===== src/sv/dcc_pkg.sv =====
// Shared types and constants for the dual circular convolution core.
// No dependencies; used by the input and result interfaces, the cell, the control and the top level.
`default_nettype none
package dcc_pkg;

  localparam int WINDOW_LEN = 64;
  localparam int SAMPLE_W   = 16;
  localparam int PROD_W     = 2 * SAMPLE_W;
  localparam int ACC_W      = 44;
  localparam int IDX_W      = $clog2(WINDOW_LEN);
  localparam int CNT_W      = $clog2(WINDOW_LEN + 1);

  typedef logic signed [SAMPLE_W-1:0] sample_t;
  typedef logic signed [PROD_W-1:0]   prod_t;
  typedef logic signed [ACC_W-1:0]    acc_t;

  // per-cycle commands broadcast to every cell of the ring
  typedef struct packed {
    logic load;       // shift new samples in from the tail
    logic rotate;     // a ring rotates up, b/c chain moves toward the head
    logic mul_en;     // capture the products
    logic acc_first;  // accumulator takes the product
    logic acc_en;     // accumulator adds the product
    logic drain;      // accumulators move one place toward the head
  } cell_ctrl_t;

endpackage
`default_nettype wire


===== src/sv/dcc_ctrl.sv =====
// Sequencer of the convolution ring: load count, compute steps, result drain.
// Depends on dcc_pkg.
`default_nettype none
module dcc_ctrl (
  input  wire logic          clk,
  input  wire logic          rst_n,
  input  wire logic          in_valid,
  input  wire logic          out_ready,
  output logic               in_ready,
  output logic               out_valid,
  output logic               last_out,
  output dcc_pkg::cell_ctrl_t ctrl
);

  typedef enum logic {ST_FILL, ST_CALC} state_t;

  localparam logic [dcc_pkg::IDX_W-1:0] LAST_SLOT = dcc_pkg::IDX_W'(dcc_pkg::WINDOW_LEN - 1);
  localparam logic [dcc_pkg::CNT_W-1:0] STEPS     = dcc_pkg::CNT_W'(dcc_pkg::WINDOW_LEN);

  state_t                     state_r, state_nxt;
  logic [dcc_pkg::IDX_W-1:0]  load_cnt_r, load_cnt_nxt;
  logic [dcc_pkg::CNT_W-1:0]  step_r, step_nxt;
  logic [dcc_pkg::CNT_W-1:0]  drain_cnt_r, drain_cnt_nxt;
  logic                       in_fire, out_fire, calc;

  assign calc      = (state_r == ST_CALC);
  assign out_valid = (drain_cnt_r != '0);
  assign last_out  = (drain_cnt_r == dcc_pkg::CNT_W'(1));
  // the window-closing sample waits until the previous results are gone
  assign in_ready  = rst_n && !calc && !((load_cnt_r == LAST_SLOT) && out_valid);
  assign in_fire   = in_valid && in_ready;
  assign out_fire  = out_valid && out_ready;

  always_comb begin
    state_nxt     = state_r;
    load_cnt_nxt  = load_cnt_r;
    step_nxt      = step_r;
    drain_cnt_nxt = drain_cnt_r;
    ctrl          = '0;
    ctrl.load     = in_fire;
    ctrl.drain    = out_fire;
    if (out_fire) begin
      drain_cnt_nxt = drain_cnt_r - dcc_pkg::CNT_W'(1);
    end
    case (state_r)
      ST_FILL: begin
        if (in_fire) begin
          if (load_cnt_r == LAST_SLOT) begin
            load_cnt_nxt = '0;
            step_nxt     = '0;
            state_nxt    = ST_CALC;
          end else begin
            load_cnt_nxt = load_cnt_r + dcc_pkg::IDX_W'(1);
          end
        end
      end
      ST_CALC: begin
        ctrl.mul_en    = (step_r != STEPS);
        ctrl.rotate    = (step_r != STEPS);
        ctrl.acc_first = (step_r == dcc_pkg::CNT_W'(1));
        ctrl.acc_en    = (step_r > dcc_pkg::CNT_W'(1));
        step_nxt       = step_r + dcc_pkg::CNT_W'(1);
        if (step_r == STEPS) begin
          drain_cnt_nxt = STEPS;
          state_nxt     = ST_FILL;
        end
      end
      default: begin
        state_nxt = ST_FILL;
      end
    endcase
  end

  always_ff @(posedge clk) begin
    if (!rst_n) begin
      state_r     <= ST_FILL;
      load_cnt_r  <= '0;
      step_r      <= '0;
      drain_cnt_r <= '0;
    end else begin
      state_r     <= state_nxt;
      load_cnt_r  <= load_cnt_nxt;
      step_r      <= step_nxt;
      drain_cnt_r <= drain_cnt_nxt;
    end
  end

endmodule
`default_nettype wire

===== config.mk =====
export PLATFORM = sky130hd
export DESIGN_NAME = dcc_ctrl
export DESIGN_NICKNAME = d
export VERILOG_FILES = /design/src/sv/dcc_pkg.sv /design/src/sv/dcc_ctrl.sv
export SDC_FILE = /design/constraint.sdc
export NUM_CORES = 1
export LEC_CHECK = 0
export BUFFER_PORTS_ARGS = -buffer_cell sky130_fd_sc_hd__buf_2
export CELL_PAD_IN_SITES_DETAIL_PLACEMENT = 0
export CELL_PAD_IN_SITES_GLOBAL_PLACEMENT = 1
export CORE_MARGIN = 2
export CORE_UTILIZATION = 40
export DETAILED_ROUTE_END_ITERATION = 10
export PLACE_DENSITY_LB_ADDON = 0.1
export RECOVER_POWER = 50
export SYNTH_ARGS = -nofsm -noshare
export SYNTH_HDL_FRONTEND = slang
export SYNTH_SLANG_ARGS = --single-unit
export TNS_END_PERCENT = 100

===== constraint.sdc =====
create_clock -name clk -period 4.1 [get_ports clk]
set_input_delay 0.615 -clock clk [delete_from_list [all_inputs] [get_ports clk]]
set_output_delay 0.615 -clock clk [all_outputs]
set_load 0.005 [all_outputs]

==> out/metrics.yaml <==
path_delay_family: "compound AO/OA/AOI/OAI gates"
rsz0062_at_grt: "no"
grt_max_degree: 14
initial_core_util: 0.422
core_area_um2: 2760
clk_latency_ps: 300
finalCriticalPeriod_ps: 2590
netlist_area_um2: 1160
die_w_um: 58.0
ir_worst_vdd_uv: 349
grt_pass1_vias: 942
setup_tns_ps: 0
outcome: "finished clean"
power.internal_w: 0.000384
cts_tree: "done"
fin_nets: 158
finClkSkew_ps: 7.32
numPortBuffers: 12
arrival_ps: 1980
routed_wl_mm: 2.41
syn_nets: 147
slew_headroom: 0.537
cts_buffers: 3
synthFlopType: "dfxtp_1"
cp_slowest_stage_delay_ps: 570
hold_class: "reg -> reg"
hold_depth: 1
cp-start-kind: "flip-flop"
worstReg2RegStart: "drain_cnt_r[5]$_SDFF_PN0_"
cts_resized: 0
postSynthCellCount: 136
p_clk_frac: 0.160
ys_seq_area_frac: 0.361
hold_viol: 0
postCtsHoldBufs: 0
reg2reg_depth: 4
antenna_found_initial: 0
die_y_um: 58.0
gr-total-overflow: 0
finalSetupViolCount: 0
cp_num_buf_inv: 2
vias: 1029
powerDensity_nw_per_um2: 506
crit_required_ps: 3480
cp_num_cells: 5
track_usage: 0.151
cp-end-kind: "output port"
worstPathCellList: "inv_1, ha_1, nor2b_1, a21boi_0, buf_2"
fmax_mhz: 386
p_leak_nw: 0.526
cts_sinks: 21
crit_path_max_fanout: 5
h-tree-depth: 1
async_flop_share: 0
post-cts-setup-buffers: 0
finalPower_w: 0.000631
dp_hpwl_mm: 1.81
drive_gt1_frac: 0.110
first_iter_violations: 27
seq_power_share: 0.432
first_pass_iters: 4
avgSynthCellArea_um2: 8.57
switching_share: 0.392
synth_warnings: 0
hold_start: "load_cnt_r[3]$_SDFFE_PN0P_"
critPathKind: "reg -> out"
drv_slew: 0
core.rowCount: 19
fp.dieArea_um2: 3360
worst_slew_pin_slew_ps: 688
antenna_left: 0
clkTransAtPathRegs_ps: 120
gp_congestion: 0.759
clock_tree.root_cell: "clkbuf_4"
clockBufferDepth: 2
drc: 0
hold_end: "load_cnt_r[3]$_SDFFE_PN0P_"
synth_cell_types: 41
cap_violations: 0
via_per_inst: 5.81
reg2reg_slack_ps: 2040
area_delta_synth_final_pct: 7.09
synth_edf_count: 0
r2r-end: "step_r[6]$_SDFFE_PN0P_"
grt_pass1_wl_mm: 4.00
io_pins: 13
min_period_over_period: 0.632
p_comb_frac: 0.408
switchingPower_w: 0.000247
wl_per_cell_um: 13.6
ys_ff_latch: 21
diodes: 0
cp_slowest_cell: "a21boi_0"
-- power by group through the flow --
stage | sequential (W) | clock [W] | combinational, W
after floorplan | 0.000267 | 0 | 0.000217
after global placement | 0.000272 | 0 | 0.000265
after detailed placement | 0.000277 | 0 | 0.000264
after CTS | 0.000272 | 0.000107 | 0.000265
after global routing | 0.000280 | 0.000119 | 0.000296
final | 0.000272 | 0.000101 | 0.000257
-- logic make-up (layout without fill, tap and decap cells) --
group / Yosys count / in the layout / share of synthesized area
AND/OR/NAND/NOR: 57 / 57 / 0.274
multiplexers: 1 / 1 / 0.00859
XOR/XNOR: 6 / 6 / 0.0451
flip-flops: 21 / 21 / 0.361
buffers and inverters: 13 / 23 / 0.0526
adder cells (fa/ha/maj): 7 / 7 / 0.0752
AO/OA/AOI/OAI: 31 / 31 / 0.184
-- per-stage QoR --
stage                     cells   util  hold slack (ps)  setup WS, ps  area (um2)
after floorplan             136      -              444          2020        1160
after global placement      173  0.446              464          1920        1230
after detailed placement    173  0.446              476          1900        1230
after CTS                   177  0.455              496          1550        1250
after global routing        177  0.452              516          1340        1250
final                       177  0.452              499          1510        1250
-- cell usage after synthesis (2+ instances only) --
master / n / area (um2)
dfxtp_1: 21 / 420
nor2_1: 10 / 37.5
nand2_1: 8 / 30.0
o21ai_0: 8 / 40.0
ha_1: 7 / 87.6
inv_1: 7 / 26.3
a21oi_1: 6 / 30.0
and3_1: 5 / 31.3
nand4_1: 5 / 31.3
nand3_1: 4 / 20.0
nor2b_1: 4 / 25.0
a31oi_1: 3 / 18.8
buf_4: 3 / 22.5
nor3_1: 3 / 15.0
o211ai_1: 3 / 22.5
or3_1: 3 / 18.8
or4_1: 3 / 22.5
xnor2_1: 3 / 26.3
xor2_1: 3 / 26.3
and2_1: 2 / 12.5
clkbuf_1: 2 / 7.51
nor3b_1: 2 / 15.0
nor4_1: 2 / 12.5
o2bb2ai_1: 2 / 17.5
-- sequential cells by signal, summed over array words and instances, names as in the netlist --
name / flops
step_r: 7
drain_cnt_r: 7
calc: 1
load_cnt_r: 6
-- layout by cell type (no fill, tap or decap), types with 2 or more instances in the layout --
| cell | instances |
|---|---|
| and3_1 | 5 |
| nor4_1 | 2 |
| o21ai_0 | 8 |
| and2_1 | 2 |
| nand2_1 | 8 |
| nor3_1 | 3 |
| a31oi_1 | 3 |
| o211ai_1 | 3 |
| dfxtp_1 | 21 |
| a21oi_1 | 6 |
| nand3_1 | 4 |
| o2bb2ai_1 | 2 |
| clkbuf_4 | 3 |
| xnor2_1 | 3 |
| nor2_1 | 10 |
| xor2_1 | 3 |
| or4_1 | 3 |
| nand4_1 | 5 |
| nor3b_1 | 2 |
| inv_1 | 7 |
| nor2b_1 | 4 |
| buf_2 | 12 |
| or3_1 | 3 |
| ha_1 | 7 |
-- layout make-up --
class                           count  area, um2
Fill cell                         285       1510
Sequential cell                    21        420
Multi-Input combinational cell    102        676
Inverter                            7       26.3
Timing Repair Buffer               12       60.1
Clock buffer                        4       26.3
Tap cell                           31       38.8
-- how the worst max path moves through the flow --
stage	from	endpoint	slack, ps
after floorplan	drain_cnt_r[5]$_SDFF_PN0_	ctrl[5]	2020
after global placement	drain_cnt_r[5]$_SDFF_PN0_	ctrl[5]	1920
after detailed placement	drain_cnt_r[4]$_SDFF_PN0_	ctrl[5]	1900
after CTS	drain_cnt_r[4]$_SDFF_PN0_	ctrl[5]	1550
after global routing	drain_cnt_r[0]$_SDFF_PN0_	ctrl[0]	1340
final	drain_cnt_r[0]$_SDFF_PN0_	ctrl[0]	1510
-- layer usage --
metal,global-route usage,part of all wire,up-vias
met5,0,0,-
met4,0.0498,0.0058,0
met3,0.0201,0.030,2
met2,0.239,0.45,14
met1,0.212,0.52,497
li1,-,-,516
No activity file was read; power rests on OpenSTA's default activity.
